`src/hw/rtl/piecewise_linear_curve_table_unit_assert.svh`:
```
// ----------------------------------------------------------------------------
// Assertion macros for the piecewise-linear curve table unit
// Concurrent checks, clocked and reset-qualified.
// ----------------------------------------------------------------------------
`ifndef PIECEWISE_LINEAR_CURVE_TABLE_UNIT_ASSERT_SVH
`define PIECEWISE_LINEAR_CURVE_TABLE_UNIT_ASSERT_SVH

// condition holds at every edge out of reset
`define PLCT_ASSERT_ALWAYS(lbl, clk, rst_n, cond, msg) \
    lbl: assert property (@(posedge clk) disable iff (!rst_n) (cond)) else $error(msg);

// antecedent implies consequent in the same cycle
`define PLCT_ASSERT_IMPLY(lbl, clk, rst_n, ante, cons, msg) \
    lbl: assert property (@(posedge clk) disable iff (!rst_n) (ante) |-> (cons)) else $error(msg);

// antecedent implies consequent in the next cycle
`define PLCT_ASSERT_NEXT(lbl, clk, rst_n, ante, cons, msg) \
    lbl: assert property (@(posedge clk) disable iff (!rst_n) (ante) |=> (cons)) else $error(msg);

`endif

```
`src/hw/rtl/plct_pkg.sv`:
```
// ----------------------------------------------------------------------------
// plct_pkg
// Types, constants and helpers shared by the curve table controller and datapath.
// ----------------------------------------------------------------------------
package plct_pkg;

    localparam int FRAC_BITS  = 12;
    localparam int VAL_W      = FRAC_BITS + 1;
    localparam int MAX_POINTS = 32;
    localparam int IDX_W      = $clog2(MAX_POINTS);
    localparam int CNT_W      = $clog2(MAX_POINTS + 1);
    localparam int PROD_W     = 2 * VAL_W;
    localparam int DCNT_W     = $clog2(PROD_W + 1);

    localparam logic [VAL_W-1:0] ONE_VAL        = VAL_W'(1 << FRAC_BITS);
    localparam logic [VAL_W-1:0] MERGE_DIST_RST = VAL_W'(205);
    localparam logic [CNT_W-1:0] MAX_CNT        = CNT_W'(MAX_POINTS);
    localparam logic [DCNT_W-1:0] DIV_STEPS     = DCNT_W'(PROD_W);

    localparam int CFG_ADDR_W = 3;
    localparam logic REG_MERGE_DIST = 1'b0;

    typedef enum logic [2:0] {
        CMD_CLEAR     = 3'd0,
        CMD_INS_VAL   = 3'd1,
        CMD_INS_INTERP = 3'd2,
        CMD_DELETE    = 3'd3,
        CMD_OVERWRITE = 3'd4,
        CMD_EVALUATE  = 3'd5,
        CMD_SET_ACTIVE = 3'd6,
        CMD_NOP       = 3'd7
    } t_cmd;

    typedef enum logic [4:0] {
        UOP_NONE,
        UOP_LATCH,
        UOP_CLEAR,
        UOP_SCAN_INIT,
        UOP_EMPTY,
        UOP_PREV,
        UOP_SCAN_HIT,
        UOP_SCAN_END,
        UOP_SCAN_NEXT,
        UOP_EVAL_MISS,
        UOP_EVAL_FLAT,
        UOP_DIV_INIT,
        UOP_DIV_STEP,
        UOP_EVAL_FIN,
        UOP_INS_FULL,
        UOP_INS_FOUND,
        UOP_SH_INIT,
        UOP_SH_PLACE,
        UOP_SH_DEC,
        UOP_SH_WRITE,
        UOP_DEL_INIT,
        UOP_DEL_LAST,
        UOP_DEL_INC,
        UOP_DEL_WRITE,
        UOP_OVERWRITE,
        UOP_SET_ACTIVE,
        UOP_RESPOND
    } t_uop;

    typedef enum logic [4:0] {
        ST_IDLE,
        ST_DISPATCH,
        ST_SC_W0,
        ST_SC_PREV,
        ST_SC_W,
        ST_SC_CHK,
        ST_AFTER,
        ST_EVAL,
        ST_DIV,
        ST_FIN,
        ST_INS,
        ST_SH_CHK,
        ST_SH_RD,
        ST_SH_WR,
        ST_DL_CHK,
        ST_DL_RD,
        ST_DL_WR,
        ST_RESP
    } t_state;

    typedef struct packed {
        t_cmd cmd;
        logic count_zero;
        logic idx_ok;
        logic ptr_end;
        logic scan_ge;
        logic hit;
        logic seg_flat;
        logic div_busy;
        logic add;
        logic table_full;
        logic sh_done;
        logic dl_last;
        logic out_free;
    } t_dp_stat;

    function automatic logic [VAL_W-1:0] clamp_one(input logic [VAL_W-1:0] v);
        return (v > ONE_VAL) ? ONE_VAL : v;
    endfunction

endpackage

```
`src/hw/rtl/plct_ctrl.sv`:
```
// ----------------------------------------------------------------------------
// plct_ctrl
// Sequencer for the curve table: issues at most one datapath micro-op per cycle.
// ----------------------------------------------------------------------------
module plct_ctrl (
    input  logic               i_clk,
    input  logic               i_rst_n,
    input  logic               i_valid,
    input  plct_pkg::t_dp_stat i_stat,
    output logic               o_ready,
    output plct_pkg::t_uop     o_uop
);

    plct_pkg::t_state r_state;
    plct_pkg::t_state n_state;

    always_ff @(posedge i_clk) begin
        if (!i_rst_n) begin
            r_state <= plct_pkg::ST_IDLE;
        end else begin
            r_state <= n_state;
        end
    end

    // next state
    always_comb begin
        n_state = r_state;
        unique case (r_state)
            plct_pkg::ST_IDLE: begin
                if (i_valid) n_state = plct_pkg::ST_DISPATCH;
            end
            plct_pkg::ST_DISPATCH: begin
                unique case (i_stat.cmd)
                    plct_pkg::CMD_INS_VAL, plct_pkg::CMD_INS_INTERP,
                    plct_pkg::CMD_EVALUATE: begin
                        n_state = i_stat.count_zero ? plct_pkg::ST_AFTER : plct_pkg::ST_SC_W0;
                    end
                    plct_pkg::CMD_DELETE: begin
                        n_state = i_stat.idx_ok ? plct_pkg::ST_DL_CHK : plct_pkg::ST_RESP;
                    end
                    default: n_state = plct_pkg::ST_RESP;
                endcase
            end
            plct_pkg::ST_SC_W0:   n_state = plct_pkg::ST_SC_PREV;
            plct_pkg::ST_SC_PREV: n_state = plct_pkg::ST_SC_W;
            plct_pkg::ST_SC_W:    n_state = plct_pkg::ST_SC_CHK;
            plct_pkg::ST_SC_CHK: begin
                n_state = (i_stat.ptr_end || i_stat.scan_ge) ? plct_pkg::ST_AFTER
                                                             : plct_pkg::ST_SC_W;
            end
            plct_pkg::ST_AFTER: begin
                n_state = (i_stat.cmd == plct_pkg::CMD_INS_VAL) ? plct_pkg::ST_INS
                                                                : plct_pkg::ST_EVAL;
            end
            plct_pkg::ST_EVAL: begin
                if (i_stat.hit && !i_stat.seg_flat) begin
                    n_state = plct_pkg::ST_DIV;
                end else begin
                    n_state = (i_stat.cmd == plct_pkg::CMD_EVALUATE) ? plct_pkg::ST_RESP
                                                                     : plct_pkg::ST_INS;
                end
            end
            plct_pkg::ST_DIV: begin
                if (!i_stat.div_busy) n_state = plct_pkg::ST_FIN;
            end
            plct_pkg::ST_FIN: begin
                n_state = (i_stat.cmd == plct_pkg::CMD_EVALUATE) ? plct_pkg::ST_RESP
                                                                 : plct_pkg::ST_INS;
            end
            plct_pkg::ST_INS: begin
                n_state = (i_stat.add && !i_stat.table_full) ? plct_pkg::ST_SH_CHK
                                                             : plct_pkg::ST_RESP;
            end
            plct_pkg::ST_SH_CHK: begin
                n_state = i_stat.sh_done ? plct_pkg::ST_RESP : plct_pkg::ST_SH_RD;
            end
            plct_pkg::ST_SH_RD: n_state = plct_pkg::ST_SH_WR;
            plct_pkg::ST_SH_WR: n_state = plct_pkg::ST_SH_CHK;
            plct_pkg::ST_DL_CHK: begin
                n_state = i_stat.dl_last ? plct_pkg::ST_RESP : plct_pkg::ST_DL_RD;
            end
            plct_pkg::ST_DL_RD: n_state = plct_pkg::ST_DL_WR;
            plct_pkg::ST_DL_WR: n_state = plct_pkg::ST_DL_CHK;
            plct_pkg::ST_RESP: begin
                if (i_stat.out_free) n_state = plct_pkg::ST_IDLE;
            end
            default: n_state = plct_pkg::ST_IDLE;
        endcase
    end

    // micro-op per state
    always_comb begin
        o_ready = 1'b0;
        o_uop   = plct_pkg::UOP_NONE;
        unique case (r_state)
            plct_pkg::ST_IDLE: begin
                o_ready = 1'b1;
                if (i_valid) o_uop = plct_pkg::UOP_LATCH;
            end
            plct_pkg::ST_DISPATCH: begin
                unique case (i_stat.cmd)
                    plct_pkg::CMD_CLEAR: o_uop = plct_pkg::UOP_CLEAR;
                    plct_pkg::CMD_INS_VAL, plct_pkg::CMD_INS_INTERP,
                    plct_pkg::CMD_EVALUATE: begin
                        o_uop = i_stat.count_zero ? plct_pkg::UOP_EMPTY : plct_pkg::UOP_SCAN_INIT;
                    end
                    plct_pkg::CMD_DELETE: begin
                        if (i_stat.idx_ok) o_uop = plct_pkg::UOP_DEL_INIT;
                    end
                    plct_pkg::CMD_OVERWRITE: begin
                        if (i_stat.idx_ok) o_uop = plct_pkg::UOP_OVERWRITE;
                    end
                    plct_pkg::CMD_SET_ACTIVE: begin
                        if (i_stat.idx_ok) o_uop = plct_pkg::UOP_SET_ACTIVE;
                    end
                    default: o_uop = plct_pkg::UOP_NONE;
                endcase
            end
            plct_pkg::ST_SC_PREV: o_uop = plct_pkg::UOP_PREV;
            plct_pkg::ST_SC_CHK: begin
                priority if (i_stat.ptr_end) o_uop = plct_pkg::UOP_SCAN_END;
                else if (i_stat.scan_ge)     o_uop = plct_pkg::UOP_SCAN_HIT;
                else                         o_uop = plct_pkg::UOP_SCAN_NEXT;
            end
            plct_pkg::ST_EVAL: begin
                priority if (!i_stat.hit)   o_uop = plct_pkg::UOP_EVAL_MISS;
                else if (i_stat.seg_flat)   o_uop = plct_pkg::UOP_EVAL_FLAT;
                else                        o_uop = plct_pkg::UOP_DIV_INIT;
            end
            plct_pkg::ST_DIV: begin
                if (i_stat.div_busy) o_uop = plct_pkg::UOP_DIV_STEP;
            end
            plct_pkg::ST_FIN: o_uop = plct_pkg::UOP_EVAL_FIN;
            plct_pkg::ST_INS: begin
                priority if (!i_stat.add)   o_uop = plct_pkg::UOP_INS_FOUND;
                else if (i_stat.table_full) o_uop = plct_pkg::UOP_INS_FULL;
                else                        o_uop = plct_pkg::UOP_SH_INIT;
            end
            plct_pkg::ST_SH_CHK: begin
                o_uop = i_stat.sh_done ? plct_pkg::UOP_SH_PLACE : plct_pkg::UOP_SH_DEC;
            end
            plct_pkg::ST_SH_WR: o_uop = plct_pkg::UOP_SH_WRITE;
            plct_pkg::ST_DL_CHK: begin
                o_uop = i_stat.dl_last ? plct_pkg::UOP_DEL_LAST : plct_pkg::UOP_DEL_INC;
            end
            plct_pkg::ST_DL_WR: o_uop = plct_pkg::UOP_DEL_WRITE;
            plct_pkg::ST_RESP: begin
                if (i_stat.out_free) o_uop = plct_pkg::UOP_RESPOND;
            end
            default: o_uop = plct_pkg::UOP_NONE;
        endcase
    end

endmodule

```
`src/hw/rtl/plct_dp.sv`:
```
// ----------------------------------------------------------------------------
// plct_dp
// Point table memory, scan registers, divider and result register.
// ----------------------------------------------------------------------------
module plct_dp (
    input  logic                                i_clk,
    input  logic                                i_rst_n,
    input  plct_pkg::t_uop                      i_uop,
    input  logic [plct_pkg::VAL_W-1:0]          i_merge,
    input  logic [2:0]                          i_cmd,
    input  logic [plct_pkg::VAL_W-1:0]          i_pos,
    input  logic [plct_pkg::VAL_W-1:0]          i_value,
    input  logic [plct_pkg::IDX_W-1:0]          i_index,
    input  logic                                i_ready,
    output plct_pkg::t_dp_stat                  o_stat,
    output logic                                o_valid,
    output logic [plct_pkg::IDX_W-1:0]          o_result_index,
    output logic [plct_pkg::VAL_W-1:0]          o_curve_value,
    output logic                                o_miss,
    output logic                                o_full_res,
    output logic                                o_active_valid,
    output logic [plct_pkg::IDX_W-1:0]          o_active_index,
    output logic [plct_pkg::CNT_W-1:0]          o_point_count
);

    localparam int VW = plct_pkg::VAL_W;
    localparam int IW = plct_pkg::IDX_W;
    localparam int CW = plct_pkg::CNT_W;
    localparam int PW = plct_pkg::PROD_W;

    logic [VW-1:0] mem_pos [plct_pkg::MAX_POINTS];
    logic [VW-1:0] mem_val [plct_pkg::MAX_POINTS];

    plct_pkg::t_cmd     r_cmd;
    logic [VW-1:0]      r_q, r_v;
    logic [IW-1:0]      r_idx;
    logic [CW-1:0]      r_count;
    logic [IW-1:0]      r_act_sel;
    logic               r_act_ok;
    logic [CW-1:0]      r_ptr;
    logic [CW-1:0]      r_k;
    logic [VW-1:0]      r_p0, r_v0, r_p1, r_v1;
    logic               r_hit;
    logic [VW-1:0]      r_cv;
    logic               r_miss, r_full;
    logic [IW-1:0]      r_where;
    logic [VW-1:0]      r_rd_pos, r_rd_val;
    logic [PW-1:0]      r_num;
    logic [VW-1:0]      r_den, r_rem;
    logic               r_neg;
    logic [plct_pkg::DCNT_W-1:0] r_dcnt;

    logic               r_out_valid;
    logic [IW-1:0]      r_out_where;
    logic [VW-1:0]      r_out_cv;
    logic               r_out_miss, r_out_full, r_out_act_ok;
    logic [IW-1:0]      r_out_act_sel;
    logic [CW-1:0]      r_out_count;

    logic               mem_we;
    logic [IW-1:0]      mem_waddr;
    logic [VW-1:0]      mem_wpos, mem_wval;

    logic [VW-1:0]      pos_gap, dv, dq, dp;
    logic               dv_neg, dq_neg, dp_neg;
    logic [VW:0]        trial;
    logic               qbit;
    logic [VW:0]        sub_res;
    logic [PW:0]        sum_pos;
    logic [VW-1:0]      fin_cv, flat_cv;
    logic               ins_cmd;

    assign ins_cmd = (plct_pkg::t_cmd'(i_cmd) == plct_pkg::CMD_INS_VAL)
                  || (plct_pkg::t_cmd'(i_cmd) == plct_pkg::CMD_INS_INTERP);

    assign pos_gap = (r_p1 > r_q) ? (r_p1 - r_q) : (r_q - r_p1);
    assign dv_neg  = r_v1 < r_v0;
    assign dq_neg  = r_q < r_p0;
    assign dp_neg  = r_p1 < r_p0;
    assign dv      = dv_neg ? (r_v0 - r_v1) : (r_v1 - r_v0);
    assign dq      = dq_neg ? (r_p0 - r_q) : (r_q - r_p0);
    assign dp      = dp_neg ? (r_p0 - r_p1) : (r_p1 - r_p0);

    // restoring divide, one quotient bit a cycle
    assign trial   = {r_rem, r_num[PW-1]};
    assign qbit    = trial >= {1'b0, r_den};
    assign sub_res = trial - {1'b0, r_den};

    assign flat_cv = plct_pkg::clamp_one(r_v0);
    assign sum_pos = {1'b0, r_num} + (PW+1)'(r_v0);

    always_comb begin
        if (r_neg) begin
            if (r_num >= PW'(r_v0)) begin
                fin_cv = '0;
            end else begin
                fin_cv = plct_pkg::clamp_one(r_v0 - r_num[VW-1:0]);
            end
        end else begin
            fin_cv = (sum_pos > (PW+1)'(plct_pkg::ONE_VAL)) ? plct_pkg::ONE_VAL
                                                            : sum_pos[VW-1:0];
        end
    end

    always_comb begin
        o_stat.cmd        = r_cmd;
        o_stat.count_zero = r_count == '0;
        o_stat.idx_ok     = CW'(r_idx) < r_count;
        o_stat.ptr_end    = r_ptr >= r_count;
        o_stat.scan_ge    = r_rd_pos >= r_q;
        o_stat.hit        = r_hit;
        o_stat.seg_flat   = r_p1 == r_p0;
        o_stat.div_busy   = r_dcnt != '0;
        o_stat.add        = !r_hit || (pos_gap > i_merge);
        o_stat.table_full = r_count >= plct_pkg::MAX_CNT;
        o_stat.sh_done    = r_ptr == r_k;
        o_stat.dl_last    = (r_ptr + CW'(1)) >= r_count;
        o_stat.out_free   = !r_out_valid || i_ready;
    end

    // table write port
    always_comb begin
        mem_we    = 1'b0;
        mem_waddr = r_ptr[IW-1:0];
        mem_wpos  = r_rd_pos;
        mem_wval  = r_rd_val;
        unique case (i_uop)
            plct_pkg::UOP_SH_WRITE: begin
                mem_we    = 1'b1;
                mem_waddr = IW'(r_ptr + CW'(1));
            end
            plct_pkg::UOP_SH_PLACE: begin
                mem_we    = 1'b1;
                mem_waddr = r_k[IW-1:0];
                mem_wpos  = r_q;
                mem_wval  = r_v;
            end
            plct_pkg::UOP_DEL_WRITE: begin
                mem_we    = 1'b1;
                mem_waddr = IW'(r_ptr - CW'(1));
            end
            plct_pkg::UOP_OVERWRITE: begin
                mem_we    = 1'b1;
                mem_waddr = r_idx;
                mem_wpos  = r_q;
                mem_wval  = r_v;
            end
            default: mem_we = 1'b0;
        endcase
    end

    always_ff @(posedge i_clk) begin
        if (mem_we) begin
            mem_pos[mem_waddr] <= mem_wpos;
            mem_val[mem_waddr] <= mem_wval;
        end
        r_rd_pos <= mem_pos[r_ptr[IW-1:0]];
        r_rd_val <= mem_val[r_ptr[IW-1:0]];
    end

    // control state
    always_ff @(posedge i_clk) begin
        if (!i_rst_n) begin
            r_count   <= '0;
            r_act_sel <= '0;
            r_act_ok  <= 1'b0;
            r_dcnt    <= '0;
        end else begin
            unique case (i_uop)
                plct_pkg::UOP_CLEAR: begin
                    r_count   <= '0;
                    r_act_sel <= '0;
                    r_act_ok  <= 1'b0;
                end
                plct_pkg::UOP_INS_FOUND: begin
                    r_act_sel <= r_k[IW-1:0];
                    r_act_ok  <= 1'b1;
                end
                plct_pkg::UOP_SH_PLACE: begin
                    r_act_sel <= r_k[IW-1:0];
                    r_act_ok  <= 1'b1;
                    r_count   <= r_count + CW'(1);
                end
                plct_pkg::UOP_DEL_INIT: begin
                    if (r_act_ok && (r_act_sel == r_idx)) begin
                        r_act_ok  <= 1'b0;
                        r_act_sel <= '0;
                    end
                end
                plct_pkg::UOP_DEL_LAST: r_count <= r_count - CW'(1);
                plct_pkg::UOP_SET_ACTIVE: begin
                    r_act_sel <= r_idx;
                    r_act_ok  <= 1'b1;
                end
                plct_pkg::UOP_DIV_INIT: r_dcnt <= plct_pkg::DIV_STEPS;
                plct_pkg::UOP_DIV_STEP: r_dcnt <= r_dcnt - plct_pkg::DCNT_W'(1);
                default: ;
            endcase
        end
    end

    // transaction payload and scan registers
    always_ff @(posedge i_clk) begin
        unique case (i_uop)
            plct_pkg::UOP_LATCH: begin
                r_cmd   <= plct_pkg::t_cmd'(i_cmd);
                r_q     <= ins_cmd ? plct_pkg::clamp_one(i_pos) : i_pos;
                r_v     <= ins_cmd ? plct_pkg::clamp_one(i_value) : i_value;
                r_idx   <= i_index;
                r_where <= '0;
                r_cv    <= '0;
                r_miss  <= 1'b0;
                r_full  <= 1'b0;
                r_hit   <= 1'b0;
                r_k     <= '0;
            end
            plct_pkg::UOP_SCAN_INIT: r_ptr <= '0;
            plct_pkg::UOP_EMPTY: begin
                r_k   <= '0;
                r_hit <= 1'b0;
            end
            plct_pkg::UOP_PREV: begin
                r_p0  <= r_rd_pos;
                r_v0  <= r_rd_val;
                r_ptr <= CW'(1);
            end
            plct_pkg::UOP_SCAN_NEXT: begin
                r_p0  <= r_rd_pos;
                r_v0  <= r_rd_val;
                r_ptr <= r_ptr + CW'(1);
            end
            plct_pkg::UOP_SCAN_HIT: begin
                r_k   <= r_ptr;
                r_p1  <= r_rd_pos;
                r_v1  <= r_rd_val;
                r_hit <= 1'b1;
            end
            plct_pkg::UOP_SCAN_END: begin
                r_k   <= r_count;
                r_hit <= 1'b0;
            end
            plct_pkg::UOP_EVAL_MISS: begin
                r_miss <= 1'b1;
                r_cv   <= '0;
                r_v    <= '0;
            end
            plct_pkg::UOP_EVAL_FLAT: begin
                r_cv <= flat_cv;
                r_v  <= flat_cv;
            end
            plct_pkg::UOP_DIV_INIT: begin
                r_num <= dv * dq;
                r_den <= dp;
                r_rem <= '0;
                r_neg <= dv_neg ^ dq_neg ^ dp_neg;
            end
            plct_pkg::UOP_DIV_STEP: begin
                r_rem <= qbit ? sub_res[VW-1:0] : trial[VW-1:0];
                r_num <= {r_num[PW-2:0], qbit};
            end
            plct_pkg::UOP_EVAL_FIN: begin
                r_cv <= fin_cv;
                r_v  <= fin_cv;
            end
            plct_pkg::UOP_INS_FOUND: r_where <= r_k[IW-1:0];
            plct_pkg::UOP_INS_FULL:  r_full  <= 1'b1;
            plct_pkg::UOP_SH_INIT:   r_ptr   <= r_count;
            plct_pkg::UOP_SH_PLACE:  r_where <= r_k[IW-1:0];
            plct_pkg::UOP_SH_DEC:    r_ptr   <= r_ptr - CW'(1);
            plct_pkg::UOP_DEL_INIT:  r_ptr   <= CW'(r_idx);
            plct_pkg::UOP_DEL_INC:   r_ptr   <= r_ptr + CW'(1);
            default: ;
        endcase
    end

    // result register
    always_ff @(posedge i_clk) begin
        if (!i_rst_n) begin
            r_out_valid <= 1'b0;
        end else if (i_uop == plct_pkg::UOP_RESPOND) begin
            r_out_valid <= 1'b1;
        end else if (i_ready) begin
            r_out_valid <= 1'b0;
        end
    end

    always_ff @(posedge i_clk) begin
        if (i_uop == plct_pkg::UOP_RESPOND) begin
            r_out_where   <= r_where;
            r_out_cv      <= r_cv;
            r_out_miss    <= r_miss;
            r_out_full    <= r_full;
            r_out_act_ok  <= r_act_ok;
            r_out_act_sel <= r_act_sel;
            r_out_count   <= r_count;
        end
    end

    assign o_valid        = r_out_valid;
    assign o_result_index = r_out_where;
    assign o_curve_value  = r_out_cv;
    assign o_miss         = r_out_miss;
    assign o_full_res     = r_out_full;
    assign o_active_valid = r_out_act_ok;
    assign o_active_index = r_out_act_sel;
    assign o_point_count  = r_out_count;

`include "piecewise_linear_curve_table_unit_assert.svh"

    `PLCT_ASSERT_ALWAYS(a_count_range, i_clk, i_rst_n, r_count <= plct_pkg::MAX_CNT, "point count above table size")
    `PLCT_ASSERT_IMPLY(a_respond_free, i_clk, i_rst_n, i_uop == plct_pkg::UOP_RESPOND, !r_out_valid || i_ready, "result overwritten before taken")
    `PLCT_ASSERT_IMPLY(a_full_index, i_clk, i_rst_n, r_out_valid && r_out_full, r_out_where == '0 && r_out_cv <= plct_pkg::ONE_VAL, "refused insert reports bad result")
    `PLCT_ASSERT_NEXT(a_place_grows, i_clk, i_rst_n, i_uop == plct_pkg::UOP_SH_PLACE, r_count == $past(r_count) + CW'(1), "placed point did not grow table")

endmodule

```
`src/hw/rtl/piecewise_linear_curve_table_unit.sv`:
```
// Curve table of up to 32 (position, value) points in 1.12 fixed point. One command is
// taken at a time: clear, overwrite, set active and the no-op go straight to the response;
// evaluate and inserts scan the table entry by entry after a short start, and evaluate and
// an interpolated insert then run a 26-step restoring divide when the segment has width;
// an insert that adds a point moves later entries up one by one, and delete moves
// entries down one by one. Scan and shift split the N entries between them.
// The finished result sits in an output register, so a new command may be taken while
// it waits. merge_distance is an APB register at byte address 0.
// ----------------------------------------------------------------------------
// piecewise_linear_curve_table_unit
// Top level: APB register, sequencer and curve table datapath.
// ----------------------------------------------------------------------------
module piecewise_linear_curve_table_unit (
    input  logic                                i_clk,
    input  logic                                i_rst_n,
    input  logic                                i_valid,
    output logic                                o_ready,
    input  logic [2:0]                          i_cmd,
    input  logic [plct_pkg::VAL_W-1:0]          i_pos,
    input  logic [plct_pkg::VAL_W-1:0]          i_value,
    input  logic [plct_pkg::IDX_W-1:0]          i_index,
    output logic                                o_valid,
    input  logic                                i_ready,
    output logic [plct_pkg::IDX_W-1:0]          o_result_index,
    output logic [plct_pkg::VAL_W-1:0]          o_curve_value,
    output logic                                o_miss,
    output logic                                o_full_res,
    output logic                                o_active_valid,
    output logic [plct_pkg::IDX_W-1:0]          o_active_index,
    output logic [plct_pkg::CNT_W-1:0]          o_point_count,
    input  logic                                psel,
    input  logic                                penable,
    input  logic                                pwrite,
    input  logic [plct_pkg::CFG_ADDR_W-1:0]     paddr,
    input  logic [31:0]                         pwdata,
    output logic [31:0]                         prdata,
    output logic                                pready
);

    logic [plct_pkg::VAL_W-1:0] r_merge;
    plct_pkg::t_dp_stat         stat;
    plct_pkg::t_uop             uop;

    assign pready = 1'b1;

    always_ff @(posedge i_clk) begin
        if (!i_rst_n) begin
            r_merge <= plct_pkg::MERGE_DIST_RST;
        end else if (psel && penable && pwrite && (paddr[2] == plct_pkg::REG_MERGE_DIST)) begin
            r_merge <= pwdata[plct_pkg::VAL_W-1:0];
        end
    end

    assign prdata = (paddr[2] == plct_pkg::REG_MERGE_DIST) ? 32'(r_merge) : '0;

    plct_ctrl u_ctrl (
        .i_clk   (i_clk),
        .i_rst_n (i_rst_n),
        .i_valid (i_valid),
        .i_stat  (stat),
        .o_ready (o_ready),
        .o_uop   (uop)
    );

    plct_dp u_dp (
        .i_clk          (i_clk),
        .i_rst_n        (i_rst_n),
        .i_uop          (uop),
        .i_merge        (r_merge),
        .i_cmd          (i_cmd),
        .i_pos          (i_pos),
        .i_value        (i_value),
        .i_index        (i_index),
        .i_ready        (i_ready),
        .o_stat         (stat),
        .o_valid        (o_valid),
        .o_result_index (o_result_index),
        .o_curve_value  (o_curve_value),
        .o_miss         (o_miss),
        .o_full_res     (o_full_res),
        .o_active_valid (o_active_valid),
        .o_active_index (o_active_index),
        .o_point_count  (o_point_count)
    );

endmodule
```
`config.mk`:
```
export PLATFORM = sky130hd
export DESIGN_NAME = piecewise_linear_curve_table_unit
export DESIGN_NICKNAME = d
export VERILOG_FILES = /design/src/hw/rtl/plct_pkg.sv /design/src/hw/rtl/plct_ctrl.sv /design/src/hw/rtl/plct_dp.sv /design/src/hw/rtl/piecewise_linear_curve_table_unit.sv
export VERILOG_INCLUDE_DIRS = /design/src /design/src/hw/rtl
export SDC_FILE = /design/constraint.sdc
export NUM_CORES = 2
export LEC_CHECK = 0
export ABC_CLOCK_PERIOD_IN_PS = 23000
export BUFFER_PORTS_ARGS = -buffer_cell sky130_fd_sc_hd__buf_2
export CAP_MARGIN = 40
export CORE_MARGIN = 1
export CORE_UTILIZATION = 57
export CTS_CLUSTER_SIZE = 8
export DETAILED_ROUTE_END_ITERATION = 8
export GPL_ROUTABILITY_DRIVEN = 0
export PLACE_DENSITY = 0.78
export SYNTH_ARGS = -nofsm -noshare
export SYNTH_HDL_FRONTEND = slang
export SYNTH_SLANG_ARGS = --single-unit
```
`constraint.sdc`:
```
create_clock -name i_clk -period 23 [get_ports i_clk]
set_input_delay 2.3 -clock i_clk [delete_from_list [all_inputs] [get_ports i_clk]]
set_output_delay 2.3 -clock i_clk [all_outputs]
set_load 0.01 [all_outputs]
```
# Word-level counts from Yosys, hierarchy flattened
# Memories as Yosys holds them, arrays and structs flattened. A register that Yosys moved wholly into a read port is not among the register bits.
# Cells that the tools add are included.
# op_classes
addsub,16
multipliers,1
n_lt_le_gt_ge,17
n_eq_ne,58
n_mux,71
bitwise_logic,3
reduce_logical,44
# op_table
cell,n
$mux W13,17
$sub A13 B13 Y13,10
$mux W5,18
$pmux W5 S18,1
$eq A5 B4 Y1 const B,16
$eq A5 B5 Y1 const B,13
$pmux W5 S13,1
$gt A13 B13 Y1 const B,4
$pmux W13 S4,1
$pmux W26 S2,1
$eq A5 B3 Y1 const B,8
$pmux W5 S4,2
$lt A13 B13 Y1,3
$pmux W13 S3,1
$pmux W6 S3,2
$pmux W6 S6,1
$pmux W5 S2,3
$add A26 B13 Y27,1
$gt A27 B13 Y1 const B,1
$ge A26 B13 Y1,1
$gt A13 B13 Y1,2
$mul A13 B13 Y26,1
$pmux W13 S2,1
$pmux W5 S5,1
other kinds (42),100
# totals
register_bits,240
ram_bits,832
out_inout_bits,67
mem_count,2
# memory_table
name,words,width,rd,rd_clocked_by_memory_dff,write_ports,line_no,rtl
u_dp.mem_pos,32,13,1,1,1,plct_dp.sv:31,logic [VW-1:0] mem_pos [plct_pkg::MAX_POINTS];
u_dp.mem_val,32,13,1,1,1,plct_dp.sv:32,logic [VW-1:0] mem_val [plct_pkg::MAX_POINTS];

# Longest topological paths before layout
# depth
ltp_word,11
ltp_mapped,35
ltp_nobuf,34

# By module
# From an unflattened synthesis, not the netlist that was laid out.
# hier_totals
hier_cells,3993
area_unflattened_um2,57289.9
# modules_own_cells
mod,instances,cells_each,area_each_um2,seq_area_each_um2
plct_dp,1,3751,55398.1,31990.7
plct_ctrl,1,148,1073.5,100.1
piecewise_linear_curve_table_unit,1,94,818.3,260.2

# Least setup slack after synthesis
# Ideal clock, no wire load.
# synth_timing
path_type,reg-to-reg
from,register u_dp.r_p0[1]
to,"register u_dp.r_num[23], data pin"
arrival_time_ns,7.804
t_required_ns,22.730
setup_slack_ns,14.926
stages_incl_launch_ff,32
path_buffers,0
period_less_slack_ns,8.074
cell_sequence,edfxtp_1 > inv_1 > ha_1 > nor2b_1 > o2111ai_1 > o211ai_1 > o21a_1 > o21bai_1 > nand2_1 > o311ai_0 > mux2i_1 > nand2_1 > or2_1 > fa_1 > fa_1 > inv_1 > fa_1 > fa_1 > inv_1 > fa_1 > inv_1 > ha_1 > a21o_1 > a21oi_1 > o21ai_0 > o21ai_0 > o211ai_1 > and2_1 > a21o_1 > a41oi_1 > xor2_1 > o21ai_0
# synth_between
elab_chain_len,6
word_cells_on_any_way,12
# synth_rtl
element,line_no,rtl
"start, declared",plct_dp.sv:42,"logic [VW-1:0] r_p0, r_v0, r_p1, r_v1;"
"start signal, assigned",plct_dp.sv:223,r_p0 <= r_rd_pos;
"start signal, assigned",plct_dp.sv:228,r_p0 <= r_rd_pos;
"parallel branches: the longest is 5 deep, another holds $mul A13 B13 Y26",--,
$pmux W26 S2 *,plct_dp.sv:204,unique case (i_uop)
"end signal, assigned",plct_dp.sv:252,r_num <= dv * dq;
"end signal, assigned",plct_dp.sv:259,"r_num <= {r_num[PW-2:0], qbit};"
"end, declared",plct_dp.sv:48,logic [PW-1:0] r_num;
# Every way passes the cells marked *.
# A chain may end at the register's enable or synchronous reset.

# Final worst setup path
# layout_timing
from,register u_dp.r_p0[6]
to,"register u_dp.r_num[23], data pin"
# The elaborated chain is that of the path after synthesis.

==> flow_summary.json <==
{
  "cts_root_buffer": "clkbuf_16",
  "grt_pass1_wl_mm": 224,
  "die_w_um": 317,
  "outcome": "finished, final reports clean",
  "synthSimpleGateAreaFrac_pct": 7.30,
  "via_count": 36100,
  "numPortBuffers": 101,
  "synth.distinct_cells": 97,
  "cts_tree": "yes",
  "yosysMostFrequentCell": "edfxtp_1",
  "layout-drive-gt1-share_pct": 16.5,
  "antenna_cells": 0,
  "period_share_pct": 42.9,
  "synthTopCellsByCount": "edfxtp_1, inv_1, ha_1",
  "clock-sinks": 1098,
  "clk_latency_ps": 770,
  "antenna_found_initial": 5,
  "hpwl_mm": 96.0,
  "synth-compound-area-share_pct": 7.76,
  "drv_slew": 0,
  "route.detailed.drc": 0,
  "yosys.area.top_type": "edfxtp_1",
  "synth_area_leaders": "edfxtp_1, mux4_2, ha_1, fa_1, dfxtp_1",
  "cts_made_buffers": 156,
  "grt_usage_pct": 30.4,
  "nNetsFinal": 4677,
  "first_pass_iters": 9,
  "critPathArrivalTime_ps": 10360,
  "rows": 115,
  "path_max_fanout": 19,
  "synth_top_area_share_pct": 55.0,
  "avgRoutedWirePerCell_um": 27.0,
  "crit_type": "flop to flop",
  "clk_pin_slew_ps": 50,
  "crit_buf_inv": 4,
  "cp_slowest_cell": "o311ai_0",
  "via_per_inst": 6.47,
  "timing.max_cap.violations": 0,
  "clock_path_buffers": 3,
  "grt_remaining_overflow": 0,
  "cts_resized": 0,
  "slew_headroom_pct": 24.4,
  "netlist_area_sq_um": 56500,
  "rsz0062_at_grt": "false",
  "synth-seq-cells": 1098,
  "ctsHoldBuffers": 0,
  "timing.fmax_mhz": 101,
  "critPathTopFamily": "adder cells",
  "synth_adder_area_share_pct": 10.7,
  "synthXorXnorAreaFrac_pct": 2.06,
  "netlist_instances": 4016,
  "drt_wl_total_mm": 151,
  "cpMostUsedCell": "fa_1",
  "post_cts_buffers": 0,
  "critical_path.max_stage_delay_ps": 570,
  "area_growth_syn_to_layout_pct": 13.2,
  "syn_area_per_cell_sq_um": 14.1,
  "r2r_slack_ps": 13140,
  "die_y_um": 317,
  "synth_ff_type": "edfxtp_1",
  "post-route-min-period_ps": 9860,
  "synth_top_family_by_area": "multiplexers",
  "start_kind": "flop",
  "start_util_pct": 57.5,
  "cp_data_required_time_ps": 23500,
  "setup_viol": 0,
  "htree_levels": 4,
  "drtIter0Drc": 4238,
  "hold_viol": 0,
  "synthMuxAreaShare_pct": 11.3,
  "async_flop_share_pct": 0,
  "clock_skew_ps": 71.4,
  "die-area_sq_um": 100000,
  "worstHoldPathType": "flop to flop",
  "cp-end-kind": "flop",
  "biggestRegsByFlops": "u_dp.mem_pos (416), u_dp.mem_val (416), u_dp.r_num (26)",
  "grt_pass1_vias": 36300,
  "tightest_slew_ps": 1130,
  "synth_edf_count": 1036,
  "fin_setup_tns_ps": 0,
  "ant_nets": 0,
  "yosysWarnings": 0,
  "pin_count": 143,
  "grt_max_degree": 135,
  "core_sq_um": 98300,
  "synth-seq-area-share_pct": 57.2
}
worst register-to-register path, delay by kind of cell, from the launching register on:
kind	cells	cell delay (ps)
multiplexers	1	510
buffers and inverters	4	230
flip-flops	1	400
XOR/XNOR	1	350
AO/OA/AOI/OAI	14	3280
adder cells (fa/ha/maj)	7	3440
AND/OR/NAND/NOR	4	1430
metrics by stage:
| stage | utilization [%] | worst slack (ps) | hold WS [ps] | cells | instance area (sq um) |
|---|---|---|---|---|---|
| 3_5_place_dp | 60.5 | 13230 | 405 | 5324 | 59500 |
| 5_1_grt | 65.2 | 12540 | 418 | 5574 | 64000 |
| 6_report | 65.2 | 13140 | 414 | 5574 | 64000 |
| 4_1_cts | 65.1 | 13260 | 413 | 5572 | 64000 |
| 3_3_place_gp | 59.6 | 13290 | 403 | 5283 | 58600 |
| 2_1_floorplan | - | 14930 | 400 | 4034 | 56600 |
final timing paths:
| path | to | startpoint | cells after the start |
|---|---|---|---|
| min reg2reg | u_dp.o_curve_value[1]$_DFFE_PP_ | u_dp.r_cv[1]$_DFFE_PP_ | 0 |
| max | u_dp.r_num[23]$_DFFE_PP_ | u_dp.r_p0[6]$_DFFE_PP_ | 31 |
| min | u_dp.o_curve_value[1]$_DFFE_PP_ | u_dp.r_cv[1]$_DFFE_PP_ | 0 |
| max reg2reg | u_dp.r_num[23]$_DFFE_PP_ | u_dp.r_p0[6]$_DFFE_PP_ | 31 |
area by class of cell:
cell class	instances	area, sq um
inverters	327	1230
clock inverters	17	333
well taps	1287	1610
multi-input cells	2422	22500
flip-flops and latches	1098	32400
fillers	6675	34200
clock buffers	231	4210
repair buffers	192	1810
cells in the final DEF (no fill, tap or decap), types with 19 or more instances in the layout:
cell type / synthesis / final
buf_2: 26 / 102
fa_1: 133 / 133
nor3_1: 49 / 43
nand3_1: 48 / 48
o211ai_1: 27 / 27
dfxtp_1: 62 / 62
o21ai_0: 135 / 122
mux2_2: 39 / 39
o31ai_1: 19 / 19
a211oi_1: 23 / 23
clkbuf_1: 106 / 74
inv_1: 326 / 325
xnor2_1: 72 / 72
nand2b_1: 44 / 44
edfxtp_1: 1036 / 1036
nor2b_1: 44 / 43
nand4_1: 21 / 21
clkbuf_16: 0 / 157
nor2_4: 1 / 26
nand2_1: 247 / 246
a31oi_1: 20 / 20
mux4_2: 215 / 215
a21oi_1: 184 / 184
ha_1: 271 / 271
buf_16: 0 / 23
xor2_1: 59 / 59
mux2i_1: 109 / 109
and2_1: 68 / 68
a21o_1: 71 / 71
nor2_1: 200 / 175
conb_1: 2 / 20
buf_4: 22 / 49
o21bai_1: 27 / 27
per-layer routing:
metal	vias up	GRT usage [%]	share of wire, %
li1	15400	-	-
met1	18000	38.6	37
met2	2231	50.3	49
met3	491	6.42	9.7
met4	4	13.9	4.6
met5	-	0	0.018
cell families (layout without fill, tap and decap cells):
group | Yosys count | after routing
mux | 363 | 363
flops | 1098 | 1098
compound gates | 670 | 670
simple gates | 833 | 833
buf+inv | 514 | 767
other cells | 2 | 20
fa+ha+maj | 404 | 404
xor+xnor | 132 | 132
Power is left out: the tool's default activity adds up to more than one toggle a clock period on the data nets, which glitch-free logic cannot reach.
